===== src/rtl/gfpw_pkg.sv =====
// Shared types and constants of the gray framebuffer pixel writer.
package gfpw_pkg;

  typedef enum logic [1:0] {
    OP_STREAM  = 2'd0,
    OP_DRAW    = 2'd1,
    OP_READ    = 2'd2,
    OP_RESTART = 2'd3
  } op_t;

  localparam logic [2:0] CFG_ROTATION     = 3'd0;
  localparam logic [2:0] CFG_PANEL_WIDTH  = 3'd1;
  localparam logic [2:0] CFG_PANEL_HEIGHT = 3'd2;
  localparam logic [2:0] CFG_BYTE_SWAP    = 3'd3;
  localparam logic [2:0] CFG_WIN_LEFT     = 3'd4;
  localparam logic [2:0] CFG_WIN_RIGHT    = 3'd5;
  localparam logic [2:0] CFG_WIN_TOP      = 3'd6;
  localparam logic [2:0] CFG_WIN_BOTTOM   = 3'd7;

  localparam logic [9:0] PANEL_WIDTH_RST  = 10'd960;
  localparam logic [9:0] PANEL_HEIGHT_RST = 10'd540;

  // floor(s / 48) == (s * 1366) >> 16 for every s up to 748
  localparam logic [10:0] GRAY_RECIP = 11'd1366;

  localparam int unsigned QDEPTH = 4;
  localparam int unsigned QPW    = 2;

  typedef struct packed {
    logic [1:0]  rotation;
    logic [9:0]  panel_width;
    logic [9:0]  panel_height;
    logic        byte_swap;
    logic [15:0] win_left;
    logic [15:0] win_right;
    logic [15:0] win_top;
    logic [15:0] win_bottom;
  } cfg_t;

  typedef enum logic [1:0] {
    K_NONE  = 2'd0,
    K_WRITE = 2'd1,
    K_READ  = 2'd2
  } kind_t;

  typedef struct packed {
    kind_t       kind;
    logic [15:0] x;
    logic [15:0] y;
    logic [3:0]  gray;
    logic [17:0] addr;
  } q_entry_t;

endpackage


===== src/rtl/gfpw_queue.sv =====
// Short queue between front end and back end.
module gfpw_queue import gfpw_pkg::*; (
  input  logic     clk,
  input  logic     rst_n,
  input  logic     push,
  input  q_entry_t push_entry,
  output logic     full,
  input  logic     pop,
  output logic     head_valid,
  output q_entry_t head
);

  q_entry_t        slots_r [QDEPTH];
  logic [QPW-1:0]  wr_ptr_r;
  logic [QPW-1:0]  rd_ptr_r;
  logic [QPW:0]    count_r;
  logic            do_push;
  logic            do_pop;

  assign full       = (count_r == (QPW+1)'(QDEPTH));
  assign head_valid = (count_r != '0);
  assign head       = slots_r[rd_ptr_r];
  assign do_push    = push && !full;
  assign do_pop     = pop && head_valid;

  always_ff @(posedge clk) begin
    if (do_push) begin
      slots_r[wr_ptr_r] <= push_entry;
    end
  end

  always_ff @(posedge clk) begin
    if (!rst_n) begin
      wr_ptr_r <= '0;
      rd_ptr_r <= '0;
      count_r  <= '0;
    end else begin
      if (do_push) begin
        wr_ptr_r <= wr_ptr_r + QPW'(1);
      end
      if (do_pop) begin
        rd_ptr_r <= rd_ptr_r + QPW'(1);
      end
      if (do_push && !do_pop) begin
        count_r <= count_r + (QPW+1)'(1);
      end else if (do_pop && !do_push) begin
        count_r <= count_r - (QPW+1)'(1);
      end
    end
  end

endmodule


===== config.mk =====
export PLATFORM = sky130hd
export DESIGN_NAME = gfpw_queue
export DESIGN_NICKNAME = d
export VERILOG_FILES = /design/src/rtl/gfpw_pkg.sv /design/src/rtl/gfpw_queue.sv
export SDC_FILE = /design/constraint.sdc
export NUM_CORES = 1
export LEC_CHECK = 0
export BUFFER_PORTS_ARGS = -buffer_cell sky130_fd_sc_hd__buf_4
export CAP_MARGIN = 15
export CORE_MARGIN = 2
export CORE_UTILIZATION = 50
export CTS_CLUSTER_SIZE = 12
export DETAILED_ROUTE_END_ITERATION = 7
export PLACE_DENSITY = 0.8
export SKIP_LAST_GASP = 1
export SLEW_MARGIN = 20
export SYNTH_ARGS = -nofsm -noshare
export SYNTH_HDL_FRONTEND = slang
export SYNTH_SLANG_ARGS = --single-unit

===== constraint.sdc =====
create_clock -name clk -period 7.9 [get_ports clk]
set_input_delay 0.79 -clock clk [delete_from_list [all_inputs] [get_ports clk]]
set_output_delay 0.79 -clock clk [all_outputs]
set_load 0.005 [all_outputs]

-- Word level (Yosys, flattened, before mapping)
Memories as Yosys holds them, arrays and structs flattened. A register that Yosys moved wholly into a read port is not among the register bits.
Cells that the tools add are included.
- bits of input ports: 60
- register bits after elaboration: 7
- output and inout bits: 58
- memories: 1
- RAM bits: 224
- eq/ne operators: 1
- muxes and demuxes: 6
- add/sub/neg operators: 4
- reductions and logical operators: 9
- memory list (memory ; words ; width ; rd ports ; clocked after memory_dff ; wr ports ; line ; source):
    slots_r ; 4 ; 56 ; 1 ; 1 ; 1 ; gfpw_queue.sv:13 ; q_entry_t slots_r [QDEPTH];
- operators with widths (kind ; count):
    $mux W3 ; 2
    $add A2 B1 Y2 const B ; 2
    $logic_and A1 B1 Y1 ; 4
    $mux W2 ; 2
    $add A3 B1 Y3 const B ; 1
    $eq A3 B3 Y1 const B ; 1
    $logic_not A1 Y1 ; 3
    $reduce_bool A3 Y1 ; 1
    $sub A3 B1 Y3 const B ; 1
    $mux W1 ; 2
    $reduce_bool A2 Y1 ; 1

-- Logic depth before layout (Yosys ltp)
- depth in word-level cells: 7
- gate-level depth with buffers: 9
- gate-level depth less buffers: 8

-- Least setup slack after synthesis
OpenSTA, ideal clock, no wires.
- kind: input port to flip-flop
- from: input port push
- to: memory slots_r[0][0] (netlist name) (enable)
- arrival time: 2.405 ns
- path buffers: 1
- stages: 3
- setup slack: 5.075 ns
- path through: nor2b_1 > buf_2 > and2_1
- word-level cells in the longest chain between the ends: 3
- RTL lines (item ; line ; source):
    start, declared ; gfpw_queue.sv:5 ; input logic push,
    $logic_and A1 B1 Y1 ; gfpw_queue.sv:23 ; assign do_push = push && !full;
    named net do_push ; gfpw_queue.sv:17 ; logic do_push;
    $mux W1 ; gfpw_queue.sv:27 ; if (do_push) begin
    $mux W1 (implied by the code) ; gfpw_queue.sv:28 ; slots_r[wr_ptr_r] <= push_entry;
    end, declared ; gfpw_queue.sv:13 ;
The timed path passes the listed nets, and every way through them passes these cells.

==> impl_metrics.tcl <==
set metrics [dict create \
    crit_arrival_ps 2600 \
    rows 47 \
    ys_warn_count 0 \
    dp_hpwl_um 9250 \
    min_period_over_period_pct 42.9 \
    numCtsBuffers 24 \
    maxCapViolCount 0 \
    wirelength_um 15000 \
    async_flop_share_pct 0 \
    grt_max_degree 39 \
    via_per_inst 5.34 \
    seq_area_frac_synth_pct 80.3 \
    worstSetupStartpointType "register" \
    n_antenna_cell 0 \
    path_delay_family "buffers and inverters" \
    place_ws_ps 4950 \
    grt_usage_pct 16.5 \
    cp-end-kind "output port" \
    synthCells 340 \
    cp_cell_sequence "buf_4, mux4_2, buf_4" \
    critPathKind "reg -> out" \
    insertion_delay_ps 490 \
    synth_common_cells "edfxtp_1 (224), mux4_2 (56), dfxtp_1 (9)" \
    powerDensity_nw_per_um2 320 \
    ys_types 23 \
    leakagePower_nw 3.50 \
    maxSlewViolCount 0 \
    grt-ovfl-total 0 \
    gp_congestion 0.705 \
    cts_resized 0 \
    io_pins 118 \
    cts_setup_buffers 0 \
    drt-initial-drc-count 232 \
    hold_path.startpoint "push_entry[30]" \
    area_growth_pct 20.8 \
    grt_pass1_vias 4094 \
    ir_drop_v 0.000189 \
    grt_pass1_wl_um 22800 \
    cts_tree "done" \
    antenna_found_initial 0 \
    yosys_register_bits 233 \
    crit_path_top_delay_cell "buf_4" \
    rsz0062_at_grt "no" \
    fillers 1157 \
    drc 0 \
    crit_buf_inv 2 \
    yosysTopAreaCellShare_pct 78.2 \
    clk_pin_slew_ps 60 \
    ys.flop_type "edfxtp_1" \
    fin_skew_ps 17.1 \
    core_um2 16700 \
    wire_per_inst_um 21.0 \
    hold_class "in -> reg" \
    dr.pass1.iters 4 \
    die_w_um 135 \
    fin_nets 541 \
    fin_ws_ps 4510 \
    initial_core_util_pct 51.5 \
    syn_area_um2 8600 \
    avgSynthCellArea_um2 25.3 \
    clock_sinks 233 \
    cts_hold_buf 0 \
    synth_area_leaders "edfxtp_1 (78%), mux4_2 (15%), dfxtp_1 (2.1%)" \
    fmaxAchievable_mhz 295 \
    ant_nets 0 \
    cp_common_cell "buf_4" \
    setup-violations-final 0 \
    tns_ps 0 \
    cp_max_fo 34 \
    synth_edf_count 224 \
    finalCriticalPeriod_ps 3390 \
    timing.rr.start "count_r[0]" \
    relSlewSlack_pct 53.9 \
    port_buffers 117 \
    status "finished, final reports clean" \
    cts-root-buf "clkbuf_16" \
    drive_gt1_share_pct 43.8 \
    required_ps 7110 \
    tightest_slew_ps 692 \
    dieArea_um2 18300 \
    die_y_um 135 \
    cts_max_level 1 \
    regToRegSetupSlack_ps 5310 \
    synth_most_common_cell "edfxtp_1" \
    num_vias 3807 \
    synth_top_area_cell "edfxtp_1" \
    critical_path.max_stage_delay_ps 650 \
    hold_viol_final 0 \
    clockBufferDepth 3 \
    syn-num-nets 406 \
]
metrics by stage:
step                utilization [%]  std cells  area, um2  total power, W  hold slack (ps)
floorplan                         -        340       8600         0.00204              468
global placement               57.9        669       9670         0.00233              482
detailed placement             57.9        669       9670         0.00235              510
CTS                            62.2        713      10400         0.00337              477
global route                   62.2        713      10400         0.00347              474
finish                         62.2        713      10400         0.00333              491
worst reg2reg max path, stage by stage (launching register included):
cell and delay, ps:
dfxtp_1 500, nor3b_2 100, nor2b_1 450, and2_2 580, buf_4 580
cell families (layout without fill, tap and decap cells):
family,count (synthesis),count (layout),synth area share [%]
flip-flops,233,233,80.3
multiplexers,59,59,15.0
AND/OR/NAND/NOR,17,17,1.19
AO/OA/AOI/OAI,4,4,0.393
buffers and inverters,17,170,1.72
adder cells (fa/ha/maj),6,6,0.960
XOR/XNOR,4,4,0.407
registers in the layout, summed over array words and instances, names as in the netlist, named ones only:
name and cells:
rd_ptr_r 2, count_r 3, wr_ptr_r 2, slots_r 224
worst paths after layout:
kind / to / cells after the start
worst min-delay path: slots_r[0][30] / 1
worst max-delay path: head[1] / 3
worst max register to register: slots_r[3][53] / 4
worst min register to register: wr_ptr_r[1] / 2
report_power, final:
| part | leakage, nW | internal (W) | switching, W |
|---|---|---|---|
| logic | 1.03 | 0.000431 | 0.000299 |
| clock network | 0.341 | 0.000595 | 0.000419 |
| registers | 2.13 | 0.00150 | 0.0000783 |
| total | 3.50 | 0.00253 | 0.000796 |
cell type report:
class	instances	area (um2)	area share, %
Inverter	3	11.3	0.108
Clock buffer	40	692	6.66
Timing Repair Buffer	123	923	8.89
Multi-Input combinational cell	90	1550	14.9
Clock inverter	4	21.3	0.205
Sequential cell	233	6910	66.6
Tap cell	220	275	2.65
cell usage in the layout, fill, tap and decap left out, drive strengths merged:
cell type | synthesis | routed
edfxtp | 224 | 224
buf | 12 | 123
mux4 | 56 | 56
clkbuf | 2 | 40
dfxtp | 9 | 9
and2 | 8 | 8
ha | 5 | 5
nand2 | 4 | 4
inv | 3 | 3
xnor2 | 3 | 3
mux2i | 3 | 3
clkinv | 0 | 3
nor2b | 2 | 2
or3 | 2 | 2
nor3b | 1 | 1
o31ai | 1 | 1
o311ai | 1 | 1
xor2 | 1 | 1
o21ai | 1 | 1
a21boi | 1 | 1
fa | 1 | 1
clkinvlp | 0 | 1
routing by layer:
layer,track usage [%],vias up,wire (um)
li1,-,1708,-
met1,22.8,1977,6220
met2,28.0,109,7790
met3,3.29,13,794
met4,3.41,0,153
met5,0,-,0
Power figures use the tool's default switching activity.
