===== src/rtl/gfpw_pkg.sv =====
// Shared types and constants of the gray framebuffer pixel writer.
package gfpw_pkg;

  typedef enum logic [1:0] {
    OP_STREAM  = 2'd0,
    OP_DRAW    = 2'd1,
    OP_READ    = 2'd2,
    OP_RESTART = 2'd3
  } op_t;

  localparam logic [2:0] CFG_ROTATION     = 3'd0;
  localparam logic [2:0] CFG_PANEL_WIDTH  = 3'd1;
  localparam logic [2:0] CFG_PANEL_HEIGHT = 3'd2;
  localparam logic [2:0] CFG_BYTE_SWAP    = 3'd3;
  localparam logic [2:0] CFG_WIN_LEFT     = 3'd4;
  localparam logic [2:0] CFG_WIN_RIGHT    = 3'd5;
  localparam logic [2:0] CFG_WIN_TOP      = 3'd6;
  localparam logic [2:0] CFG_WIN_BOTTOM   = 3'd7;

  localparam logic [9:0] PANEL_WIDTH_RST  = 10'd960;
  localparam logic [9:0] PANEL_HEIGHT_RST = 10'd540;

  // floor(s / 48) == (s * 1366) >> 16 for every s up to 748
  localparam logic [10:0] GRAY_RECIP = 11'd1366;

  localparam int unsigned QDEPTH = 4;
  localparam int unsigned QPW    = 2;

  typedef struct packed {
    logic [1:0]  rotation;
    logic [9:0]  panel_width;
    logic [9:0]  panel_height;
    logic        byte_swap;
    logic [15:0] win_left;
    logic [15:0] win_right;
    logic [15:0] win_top;
    logic [15:0] win_bottom;
  } cfg_t;

  typedef enum logic [1:0] {
    K_NONE  = 2'd0,
    K_WRITE = 2'd1,
    K_READ  = 2'd2
  } kind_t;

  typedef struct packed {
    kind_t       kind;
    logic [15:0] x;
    logic [15:0] y;
    logic [3:0]  gray;
    logic [17:0] addr;
  } q_entry_t;

endpackage


===== src/rtl/gfpw_front.sv =====
// Front end: window cursor, gray conversion and item classification.
module gfpw_front import gfpw_pkg::*; (
  input  logic        clk,
  input  logic        rst_n,
  input  cfg_t        cfg,
  input  logic        accept,
  input  op_t         op,
  input  logic [15:0] pixel_rgb,
  input  logic        last_in_chunk,
  input  logic [15:0] pos_x,
  input  logic [15:0] pos_y,
  input  logic [3:0]  gray_level,
  input  logic [17:0] byte_address,
  output logic        push,
  output q_entry_t    entry
);

  logic [15:0] cur_col_r, cur_col_nxt;
  logic [15:0] cur_row_r, cur_row_nxt;
  logic [15:0] chunk_row_r, chunk_row_nxt;

  logic [16:0] col;
  logic [16:0] row;
  logic [16:0] col_inc;
  logic        taken;
  logic [15:0] word;
  logic [9:0]  gsum;
  logic [20:0] gprod;

  assign col     = {1'b0, cfg.win_left} + {1'b0, cur_col_r};
  assign row     = {1'b0, chunk_row_r} + {1'b0, cur_row_r};
  assign col_inc = col + 17'd1;
  assign taken   = (col < {1'b0, cfg.win_right}) && (row < {1'b0, cfg.win_bottom});

  assign word  = cfg.byte_swap ? {pixel_rgb[7:0], pixel_rgb[15:8]} : pixel_rgb;
  assign gsum  = {word[15:11], 3'b000} + {2'b00, word[10:5], 2'b00} + {word[4:0], 3'b000};
  assign gprod = 21'(gsum) * 21'(GRAY_RECIP);

  assign push = accept;

  always_comb begin
    cur_col_nxt   = cur_col_r;
    cur_row_nxt   = cur_row_r;
    chunk_row_nxt = chunk_row_r;
    entry.kind    = K_NONE;
    entry.x       = pos_x;
    entry.y       = pos_y;
    entry.gray    = gray_level;
    entry.addr    = byte_address;
    unique case (op)
      OP_STREAM: begin
        entry.x    = col[15:0];
        entry.y    = row[15:0];
        entry.gray = gprod[19:16];
        if (taken) begin
          entry.kind = K_WRITE;
          if (col_inc >= {1'b0, cfg.win_right}) begin
            cur_col_nxt = '0;
            cur_row_nxt = cur_row_r + 16'd1;
          end else begin
            cur_col_nxt = cur_col_r + 16'd1;
          end
        end
        if (last_in_chunk) begin
          if (taken) begin
            chunk_row_nxt = row[15:0] + 16'd1;
          end
          cur_col_nxt = '0;
          cur_row_nxt = '0;
        end
      end
      OP_DRAW: begin
        entry.kind = K_WRITE;
      end
      OP_READ: begin
        entry.kind = K_READ;
      end
      OP_RESTART: begin
        if ((cfg.win_left | cfg.win_right | cfg.win_top | cfg.win_bottom) != 16'd0) begin
          chunk_row_nxt = cfg.win_top;
        end
        cur_col_nxt = '0;
        cur_row_nxt = '0;
      end
    endcase
  end

  always_ff @(posedge clk) begin
    if (!rst_n) begin
      cur_col_r   <= '0;
      cur_row_r   <= '0;
      chunk_row_r <= '0;
    end else if (accept) begin
      cur_col_r   <= cur_col_nxt;
      cur_row_r   <= cur_row_nxt;
      chunk_row_r <= chunk_row_nxt;
    end
  end

endmodule


===== config.mk =====
export PLATFORM = sky130hd
export DESIGN_NAME = gfpw_front
export DESIGN_NICKNAME = d
export VERILOG_FILES = /design/src/rtl/gfpw_pkg.sv /design/src/rtl/gfpw_front.sv
export SDC_FILE = /design/constraint.sdc
export NUM_CORES = 1
export LEC_CHECK = 0
export BUFFER_PORTS_ARGS = -buffer_cell sky130_fd_sc_hd__buf_2
export CAP_MARGIN = 20
export CORE_UTILIZATION = 50
export DETAILED_ROUTE_END_ITERATION = 12
export GPL_TIMING_DRIVEN = 0
export PLACE_DENSITY = 0.87
export SYNTH_ARGS = -nofsm -noshare
export SYNTH_HDL_FRONTEND = slang
export SYNTH_SLANG_ARGS = --single-unit

===== constraint.sdc =====
create_clock -name clk -period 7.6 [get_ports clk]
set_input_delay 0.76 -clock clk [delete_from_list [all_inputs] [get_ports clk]]
set_output_delay 0.76 -clock clk [all_outputs]
set_load 0.005 [all_outputs]

======== Word-level counts from Yosys, hierarchy flattened ========
Index checks and enable logic that the tools add are counted.
word-level totals
  register bits after elaboration ......... 48
  latch bits .............................. 0
  memory bits (writable) .................. 0
  bits in read-only memories .............. 0
  bits of input ports ..................... 163
  output and inout port bits .............. 57
  word-level logic and storage cells ...... 49
  memories kept ........................... 0
operators by class
  add/subtract/negate cells ............... 8
  multipliers ............................. 1
  divide/modulo/power cells ............... 0
  magnitude comparators ................... 3
  equal/unequal tests ..................... 8
  shift operators ......................... 0
  muxes and demuxes ....................... 16
  bitwise gates (word level) .............. 3
  reduce and logical (&&, ||, !) cells .... 7
operator list
  cell                    number
  $mux 16                 10
  $pmux 16 s2             3
  $add 16x1->16 const B   3
  $or 16x16->16           3
  $mux 36                 1
  $add 16x16->17          2
  $lt 17x16->1            2
  $mul 10x10->19 const B  1
  $add 17x1->17 const B   1
  $ge 17x16->1            1
  $reduce_bool 16->1      1
  $add 9x8->10            1
  $add 8x8->9             1
  $ne 2x2->1 const B      3
  $ne 3x3->1 const B      2
  $pmux 2 s3              1
  $reduce_and 5->1        1
  $eq 2x2->1 const B      2
  $reduce_and 4->1        1
  $reduce_and 3->1        1
  $eq 2x1->1 const B      1
  $logic_not 2->1         1
  $reduce_bool 2->1       1
  $logic_and 1x1->1       1
  $mux 1                  1

======== Longest topological paths before layout ========
Gate-level depths: netlist of the first run.
  word-level depth ........................ 7
  depth in mapped cells ................... 26
  mapped depth without buffers ............ 24

======== Least setup slack after synthesis of the first run ========
No wires, ideal clock.
  kind .................................... input to output
  from .................................... input cfg[64] (netlist bit)
  to ...................................... output entry[19] (netlist bit)
  data arrival time ....................... 6.799 ns
  required time ........................... 6.840 ns
  slack ................................... 0.041 ns
  cell stages on the path ................. 26
  path buffers ............................ 2
  cell sequence ........................... clkbuf_1 > buf_1 > mux2_2 > fa_1 > ha_1 > inv_1 > fa_1 > inv_1 > a21o_1 > a21oi_1 > xor2_1 > ha_1 > ha_1 > ha_1 > fa_1 > inv_1 > fa_1 > inv_1 > ha_1 > nand3_1 > o21ai_0 > a31oi_1 > o21ai_0 > a21oi_1 > xnor2_1 > mux2_2
RTL lines
  what             line              text
  start, declared  gfpw_front.sv:5   input cfg_t cfg,
  end, declared    gfpw_front.sv:15  output q_entry_t entry

==> impl_results.md, run 1 <==
- Setup crit end kind: primary output
- Switching share of power: 0.458
- Skew-Pair Late Insertion Delay: 300 ps
- CP max FO: 10
- First-pass GRT wire length: 38600 um
- Final Critical Period: 7260 ps
- Syn-to-layout area delta: 17.6%
- Pleak: 4.77 nW
- Outcome: finished, final reports clean
- Detailed Route WL: 24300 um
- Post-synth ARST share: 0
- Num rows: 46
- Fillers: 1425
- Die Span Y: 130 um
- Drt first-iter violations: 684
- YS warnings: 0
- Nets: 1525
- Pin count of the biggest net entering global routing: 17
- # clock sinks: 48
- Core box area: 16000 um^2
- I/O pin cnt: 220
- Fmax: 138 MHz
- Global-route usage over all layers: 0.284
- CP Launch Type: input pin
- Relative slew slack: 0.457
- Final period util: 0.956
- CTS buffer count: 5
- Worst EP required: 6840 ps
- EDFF count, synth: 0
- MaxCap Viol Count: 0
- Internal power: 0.00138 W
- WS Path Type: in2out
- Initial Util: 0.516
- Post-CTS Hold Buffers: 0
- Max-slew violation count: 0
- Syn avg cell area: 8.14 um^2
- DR pass1 iterations: 5
- Via density per instance: 6.09
- # port buffers: 177
- Min-delay worst type: reg2reg
- Total number of vias: 8631
- Clock network power share: 0.117
- Synth Register Bits: 48
- Pwr dens: 262 nW/um^2
- Critical path data arrival time: 6500 ps
- Slew @ Worst Pin: 813 ps
- Unique masters post-synth: 74
- Syn nets: 1339
- H-tree levels: 2
- Fin worst setup slack: 335 ps
- Maximum buffer depth of the clock tree: 2
- Final Hold Viols: 0
- Clk slew on worst S/H paths: 70 ps
- Die area: 17000 um^2
- Setup WS pre-CTS: -739 ps
- Layout cell share with drive strength beyond 1: 0.236
- Die width: 130 um
- Syn Inst Count: 1014
- VDD IR-drop max: 0.451 mV
- Final setup vio count: 0
- Sequential fraction of the synthesis area: 0.116
- Reg power frac: 0.101
- GPL Wtd Cong: 0.996
- Antenna violations before repair: 2
- Fin util: 0.607
- Combinational power share: 0.782
- DR DRC count: 0
- Vias in the first global route: 8055
- Post-route ant nets: 0
- CTS tree: done
- Mapped Area: 8250 um^2
- Switch Pwr: 0.00117 W
- Dominant synthesized flop cell: dfxtp_1
- Placed wire-length estimate: 20100 um
- Clock root buffer: clkbuf_16
- Gr ovfl total: 0
- Final Skew: 5.54 ps
- Per-cell routed wire length: 17.2 um
==> registers in the layout (all words and copies together), names as in the netlist <==
register	flops
cur_row_r	16
chunk_row_r	16
cur_col_r	16
==> area by class of cell <==
cell class,count,area [um^2],area share
multi-input combinational,827,6760,0.696
buffer,51,289,0.0298
clock inverter,3,68.8,0.00709
inverter,88,330,0.0340
clock buffer,5,125,0.0129
antenna,1,2.50,0.000258
tap,216,270,0.0278
sequential,48,961,0.0990
timing repair buffer,179,901,0.0928
==> Yosys cell counts, drive strengths merged (14+ instances only) <==
library cell | n | area [um^2]
a211oi | 14 | 105
a21o | 22 | 165
a21oi | 34 | 170
a31oi | 31 | 194
and3 | 19 | 119
buf | 23 | 169
clkbuf | 28 | 105
dfxtp | 48 | 961
fa | 21 | 420
ha | 141 | 1760
inv | 87 | 327
mux2 | 45 | 507
mux2i | 17 | 170
nand2 | 55 | 206
nand3 | 33 | 165
nand4 | 15 | 109
nor2 | 81 | 307
nor3 | 16 | 80.1
nor4 | 18 | 113
o21ai | 44 | 220
xnor2 | 34 | 298
xor2 | 21 | 184
==> cells by family after synthesis <==
kind of cell	count (synthesis)	synth area share
buf+inv	139	0.0732
flops	48	0.116
fa+ha+maj	162	0.265
mux	62	0.0820
simple gates	300	0.186
compound gates	248	0.219
xor+xnor	55	0.0584
==> worst max-delay path, cell delays in order <==
cell and delay [ps]:
clkbuf_4 170, buf_8 150, mux2_2 350, fa_1 570, ha_1 170, inv_1 60
fa_2 370, inv_1 70, a21o_1 120, a21oi_2 70, xor2_2 170, ha_1 350
ha_4 300, ha_4 200, fa_1 500, inv_1 50, fa_1 490, inv_1 40
ha_1 290, a21oi_1 110, o21ai_0 100, a31oi_1 230, o21ai_1 130, a21oi_1 190
xnor2_1 100, mux2_2 260, buf_2 120
==> final timing paths <==
kind                                                   start                      endpoint  slack (ps)  cells after the start
worst min register to register  chunk_row_r[11]$_SDFFE_PN0P_  chunk_row_r[11]$_SDFFE_PN0P_         470                      2
worst max-delay path                                 cfg[64]                     entry[19]         340                     27
worst min-delay path            chunk_row_r[11]$_SDFFE_PN0P_  chunk_row_r[11]$_SDFFE_PN0P_         470                      2
worst max register to register     cur_col_r[0]$_SDFFE_PN0P_     cur_col_r[5]$_SDFFE_PN0P_        1460                     21
==> what timing repair did <==
action | CTS | global route
pin swaps | 2 | 4
buffers inserted | 1 | 1
gates resized for setup | 6 | 14
endpoints found under the setup margin | 4 | 4
==> stage by stage <==
step | cells | total power, W | instance area, um^2 | TNS [ps] | hold WS [ps]
finish | 1418 | 0.00255 | 9710 | 0 | 468
global placement | 1407 | 0.00210 | 9410 | -2330 | 453
detailed placement | 1407 | 0.00219 | 9410 | -2720 | 461
CTS | 1416 | 0.00251 | 9630 | 0 | 470
floorplan | 1014 | 0.00171 | 8250 | 0 | 440
global route | 1418 | 0.00288 | 9710 | -38.8 | 491
==> layer usage <==
| metal | vias up | track usage | share of wire |
|---|---|---|---|
| li1 | 4130 | - | - |
| met1 | 3979 | 0.369 | 0.42 |
| met2 | 440 | 0.482 | 0.47 |
| met3 | 80 | 0.0358 | 0.082 |
| met4 | 2 | 0.107 | 0.033 |
| met5 | - | 0 | 0.00053 |
==> placed cells by master (no fill, tap or decap), types with 4 or more instances in the layout <==
cell       count
buf_2        177
ha_1         139
inv_1         86
nor2_1        79
nand2_1       55
dfxtp_1       48
mux2_2        45
o21ai_0       41
nand3_1       33
a21oi_1       32
xnor2_1       32
a31oi_1       31
clkbuf_1      27
a21o_1        22
buf_4         22
xor2_1        20
fa_1          20
and3_1        19
nor4_1        18
mux2i_1       17
nor3_1        16
a211oi_1      14
nand4_1       14
nand2b_1      13
o211ai_1      13
and2_1        12
o21a_1        11
nor2b_1       10
o31ai_1        9
a211o_1        8
o22ai_1        7
o311ai_1       7
o2111ai_1      6
clkbuf_16      5
or3_1          4
or4_1          4
a31o_2         4
o311ai_0       4
==> power by group through the flow <==
stage	logic (W)	clock network (W)	registers, W
after floorplan	0.00144	0	0.000263
after global placement	0.00184	0	0.000264
after detailed placement	0.00192	0	0.000264
after CTS	0.00195	0.000299	0.000258
after global routing	0.00232	0.000309	0.000259
final	0.00199	0.000298	0.000258
(Power assumes the default switching activity.)
==> run 2, diff against run 1 <==
==> constraint.sdc (replaced) <==
create_clock -name clk -period 7.6 [get_ports clk]
set_input_delay 0.38 -clock clk [delete_from_list [all_inputs] [get_ports clk]]
set_output_delay 0.38 -clock clk [all_outputs]
set_load 0.005 [all_outputs]
==> run 2 against run 1 <==
Non-clock buffer count is 1 higher; final cell count hardly changed; critical path depth stayed put; sequential share of layout area is 0.073 points higher; wire length is 0.91% lower; critical endpoint unchanged; global-route usage is 0.083 points lower; clock power hardly changed.
==> impl_results.md, run 2 (synthesized netlist as in run 1, its figures left out) <==
- Pleak: 4.76 nW
- CP peak stage delay: 570 ps
- CP Launch Type: input pin
- Setup WS pre-CTS: 21.1 ps
- Pin count of the biggest net entering global routing: 17
- GR Util met1: 0.368
- Commonest cells after routing, fill and taps aside: 178 x buf_2, 141 x ha_1, 87 x inv_1, 80 x nor2_1, 55 x nand2_1
- RSZ-0062 raised after global routing: no
- Most common cell after layout, fill and taps aside: buf_2
- M2 GR Usage: 0.481
- Die area: 17000 um^2
- Final Hold Viols: 0
- GPL Wtd Cong: 0.996
- Largest registers: chunk_row_r (16), cur_col_r (16), cur_row_r (16)
- Internal power: 0.00134 W
- Switch Pwr: 0.00114 W
- Vias in the first global route: 8034
- Most frequent CP cell: ha_1
- VDD IR-drop max: 0.450 mV
- Switching share of power: 0.458
- I/O pin cnt: 220
- Setup crit end kind: primary output
- Relative slew slack: 0.450
- Met3 Track Usage GR: 0.0350
- DR pass1 iterations: 6
- Final Skew: 6.16 ps
- Fillers: 1436
- Num rows: 46
- Footprint of the multi-input gates: 6700 um^2
- Clock network power share: 0.121
- Skew-Pair Late Insertion Delay: 300 ps
- Syn-to-layout area delta: 16.8%
- Placed wire-length estimate: 20100 um
- Per-cell routed wire length: 17.0 um
- Reg power frac: 0.104
- Core box area: 16000 um^2
- CTS tree: done
- WS Path Type: in2out
- Clock root buffer: clkbuf_16
- Layout cell share with drive strength beyond 1: 0.228
- Worst EP required: 7220 ps
- Setup TNS: 0 ps
- Clk slew on worst S/H paths: 70 ps
- Fmax: 141 MHz
- # port buffers: 177
- Buf/Inv on CP: 7
- Final setup vio count: 0
- Nets: 1526
- # clock sinks: 48
- H-tree levels: 2
- Seq. cell area: 961 um^2
- Post-route ant nets: 0
- Total number of vias: 8585
- Min-delay worst type: in2reg
- CTS buffer count: 5
- Fin worst setup slack: 503 ps
- Die width: 130 um
- Dominant delay contributor by cell family on the critical path: adder cells
- Final period util: 0.934
- Combinational power share: 0.775
- MaxCap Viol Count: 0
- Final Critical Period: 7100 ps
- DR DRC count: 0
- Maximum buffer depth of the clock tree: 2
- Antenna violations before repair: 2
- Global-route usage over all layers: 0.283
- Max-slew violation count: 0
- Initial Util: 0.516
- Outcome: finished, final reports clean
- Critical path data arrival time: 6720 ps
- First-pass GRT wire length: 38500 um
- CP max-delay cell: fa_1
- Pwr dens: 257 nW/um^2
- Post-Layout Cell Count: 1419
- Grt peak-use layer: met2
- Drt first-iter violations: 678
- Die Span Y: 130 um
- Via density per instance: 6.05
- Detailed Route WL: 24100 um
- # placed instances: 1407
- CP max FO: 10
- Gr ovfl total: 0
- Slew @ Worst Pin: 823 ps
-- run 2: changes by cell type in the layout (fill, tap and decap cells not counted), moves of 2 or more --
| cell | previous run | this run |
|---|---|---|
| xnor2_1 | 32 | 34 |
| xnor2_2 | 2 | 0 |
| ha_1 | 139 | 141 |
| a21oi_1 | 32 | 34 |
| ha_4 | 2 | 0 |
-- run 2: final cells by class --
cell class,count,share of cell area
Antenna cell,1,0.000260
Buffer,51,0.0286
Multi-Input combinational cell,827,0.695
Tap cell,216,0.0280
Clock buffer,5,0.0130
Inverter,88,0.0343
Sequential cell,48,0.0997
Clock inverter,3,0.00714
Timing Repair Buffer,180,0.0943
-- run 2: routing by layer --
layer | vias up | wire length (um) | share of wire
met5 | - | 13 | 0.00054
met4 | 2 | 760 | 0.032
met3 | 79 | 2070 | 0.086
met2 | 468 | 11300 | 0.47
met1 | 3909 | 9970 | 0.41
li1 | 4127 | - | -
-- run 2: power groups by stage --
stage | clock, W | combinational (W) | sequential, W
finish | 0.000301 | 0.00192 | 0.000258
detailed placement | 0 | 0.00192 | 0.000264
global route | 0.000309 | 0.00225 | 0.000259
CTS | 0.000299 | 0.00194 | 0.000258
global placement | 0 | 0.00184 | 0.000264
floorplan | 0 | 0.00144 | 0.000263
-- run 2: stage by stage --
step                hold slack (ps)  total power (W)  utilization  cell area [um^2]
CTS                             400          0.00250        0.600              9600
detailed placement              461          0.00219        0.588              9410
floorplan                       440          0.00171            -              8250
finish                          396          0.00248        0.602              9640
global placement                453          0.00210        0.588              9410
global route                    402          0.00282        0.602              9640
-- run 2: path summary, 6_finish.rpt --
check                                from                           end  slack (ps)  cells past startpoint
max reg2reg     cur_col_r[0]$_SDFFE_PN0P_     cur_col_r[5]$_SDFFE_PN0P_        1510                     21
min reg2reg  chunk_row_r[11]$_SDFFE_PN0P_  chunk_row_r[11]$_SDFFE_PN0P_         470                      2
min                               cfg[31]  chunk_row_r[15]$_SDFFE_PN0P_         400                      3
max                               cfg[64]                     entry[19]         500                     27
-- run 2: worst register-to-register path: stages (launching register included) --
cell      delay, ps
dfxtp_1         370
ha_1            250
fa_1            440
a211oi_1        230
o21ai_1         210
o211ai_1        290
nor3b_1         720
o2111a_1        420
and2_1          180
nand2_1          70
xnor2_1         210
ha_1            290
a211o_1         300
a31oi_1         150
o21ai_0         130
a21o_1          250
nor4_1          250
and3_1          180
clkbuf_1        300
clkbuf_1        410
o211ai_1        160
a31oi_1         190
-- run 2: timing repair --
item | CTS | global route
setup endpoints to repair | 1 | 4
buffers inserted | 0 | 3
gates cloned | 0 | 0
pin swaps | 0 | 1
hold buffers | 0 | 0
gates resized for setup | 1 | 1
==> run 3, diff against run 2 <==
Settings changed: MAX_ROUTING_LAYER set to met4.
==> run 3 against run 2 <==
Fmax decreased by 0.44%; global-route usage up 1.0 points; clock skew shrank 0.75 ps; largest power group unchanged; register-to-register slack worse by 70 ps; clock-buffer cell count stayed put; via count is 0.48% higher; worst setup slack lost 32 ps; sequential power hardly changed; final cell count about the same; wire length grew 1.0%.
==> impl_results.md, run 3 (synthesized netlist as in run 1, its figures left out) <==
- # port buffers: 177
- Die Span Y: 130 um
- Worst hold slack: 400 ps
- Skew-Pair Late Insertion Delay: 300 ps
- Pwr dens: 260 nW/um^2
- Cells on worst reg2reg path: 21
- H-tree levels: 2
- Layout cell share with drive strength beyond 1: 0.227
- DR DRC count: 0
- Pleak: 4.75 nW
- Fin worst setup slack: 471 ps
- Maximum buffer depth of the clock tree: 2
- Critical R2R Capture: cur_col_r[5]$_SDFFE_PN0P_
- Outcome: finished, final reports clean
- Clk slew on worst S/H paths: 70 ps
- # clock sinks: 48
- Commonest cells after routing, fill and taps aside: 177 x buf_2, 141 x ha_1, 87 x inv_1, 80 x nor2_1, 55 x nand2_1
- Fmax: 140 MHz
- Detailed Route WL: 24300 um
- VDD IR-drop max: 0.483 mV
- RSZ-0062 raised after global routing: no
- Die width: 130 um
- Placed wire-length estimate: 20200 um
- Via density per instance: 6.08
- Hold Path Depth: 3
- GPL Wtd Cong: 1.02
- Setup crit end kind: primary output
- Die area: 17000 um^2
- Initial Util: 0.516
- Drt first-iter violations: 657
- Slew @ Worst Pin: 861 ps
- Gr ovfl total: 0
- CTS buffer count: 5
- Clock root buffer: clkbuf_16
- Nets: 1524
- Min-delay worst type: in2reg
- MaxCap Viol Count: 0
- Max-slew violation count: 0
- DR pass1 iterations: 5
- Final Critical Period: 7130 ps
- Final period util: 0.938
- CP max FO: 10
- Final Hold Viols: 0
- Worst R2R Setup Slack: 1440 ps
- Final Instance Area: 9620 um^2
- Post-CTS Hold Buffers: 0
- Final Skew: 5.42 ps
- Worst setup path startpoint: cfg[64]
- Post-Layout Cell Count: 1418
- Post-route ant nets: 0
- WS Path Type: in2out
- Final setup vio count: 0
- Total power: 0.00250 W
- Critical path data arrival time: 6750 ps
- Largest registers: chunk_row_r (16), cur_col_r (16), cur_row_r (16)
- Core box area: 16000 um^2
- First-pass GRT wire length: 38400 um
- Per-cell routed wire length: 17.2 um
- Relative slew slack: 0.425
- Syn-to-layout area delta: 16.6%
- Vias in the first global route: 8016
- Setup WS pre-CTS: -60.1 ps
- RR Startpoint: cur_col_r[0]$_SDFFE_PN0P_
- Critical Path Sink: entry[19]
- Num rows: 46
- Most common cell after layout, fill and taps aside: buf_2
- Total number of vias: 8626
- Placed cell area: 9410 um^2
- Global-route usage over all layers: 0.294
- Worst EP required: 7220 ps
- CTS tree: done
- Antenna violations before repair: 1
- Pin count of the biggest net entering global routing: 17
- CP Launch Type: input pin
- # placed instances: 1407
- I/O pin cnt: 220
run 3: worst max-delay path, stage by stage:
cell      delay (ps)
clkbuf_1         270
clkbuf_2         330
mux2_2           390
fa_1             510
ha_1             320
a21o_1           170
a21oi_1          300
xnor2_1          250
inv_1            140
nor2_1           160
nor2_1            90
ha_1             280
ha_1             270
inv_1             50
fa_1             490
inv_1             50
fa_1             450
ha_1             320
a21o_1           160
a21oi_1          120
o21ai_0          110
a31oi_1          230
o21ai_0          190
a21oi_1          210
xnor2_1          100
mux2_2           270
buf_2            120
run 3: how the worst min path moves through the flow:
stage                                    to  slack, ps                          from
3_5_place_dp   chunk_row_r[11]$_SDFFE_PN0P_        470  chunk_row_r[11]$_SDFFE_PN0P_
2_1_floorplan  chunk_row_r[11]$_SDFFE_PN0P_        440  chunk_row_r[11]$_SDFFE_PN0P_
4_1_cts        chunk_row_r[15]$_SDFFE_PN0P_        390                       cfg[31]
5_1_grt        chunk_row_r[15]$_SDFFE_PN0P_        430                       cfg[31]
3_3_place_gp   chunk_row_r[11]$_SDFFE_PN0P_        460  chunk_row_r[11]$_SDFFE_PN0P_
6_report       chunk_row_r[15]$_SDFFE_PN0P_        400                       cfg[31]
run 3: power by group:
group          leakage (nW)  total [W]  switching [W]  internal [W]
registers             0.388   0.000258     0.00000323      0.000255
logic                  4.26    0.00194        0.00104      0.000896
clock network        0.0944   0.000305       0.000115      0.000190
total                  4.75    0.00250        0.00116       0.00134
run 3: timing repair:
| action | 4_1_cts | 5_1_grt |
|---|---|---|
| setup endpoints to repair | 1 | 4 |
| resized for setup | 1 | 1 |
| setup buffers | 0 | 1 |
| pin swaps | 0 | 1 |
run 3: layer usage:
layer  vias to the layer above  global-route usage  share of wire
met3                        82              0.0448          0.080
met5                         -                   -              0
met2                       405               0.474           0.46
li1                       4123                   -              -
met4                         0               0.141          0.042
met1                      4016               0.359           0.41
run 3: final cells by class:
| class | instances | area, um^2 |
|---|---|---|
| inverter | 88 | 330 |
| buffer | 51 | 275 |
| clock inverter | 3 | 68.8 |
| antenna | 2 | 5.00 |
| sequential | 48 | 961 |
| clock buffer | 5 | 125 |
| multi-input combinational | 827 | 6700 |
| timing repair buffer | 178 | 893 |
| fill | 1426 | 6380 |
| tap | 216 | 270 |
run 3: through the flow:
stage	utilization	setup TNS, ps
floorplan	-	0
global placement	0.588	0
detailed placement	0.588	-60.1
CTS	0.601	0
global route	0.601	0
finish	0.602	0
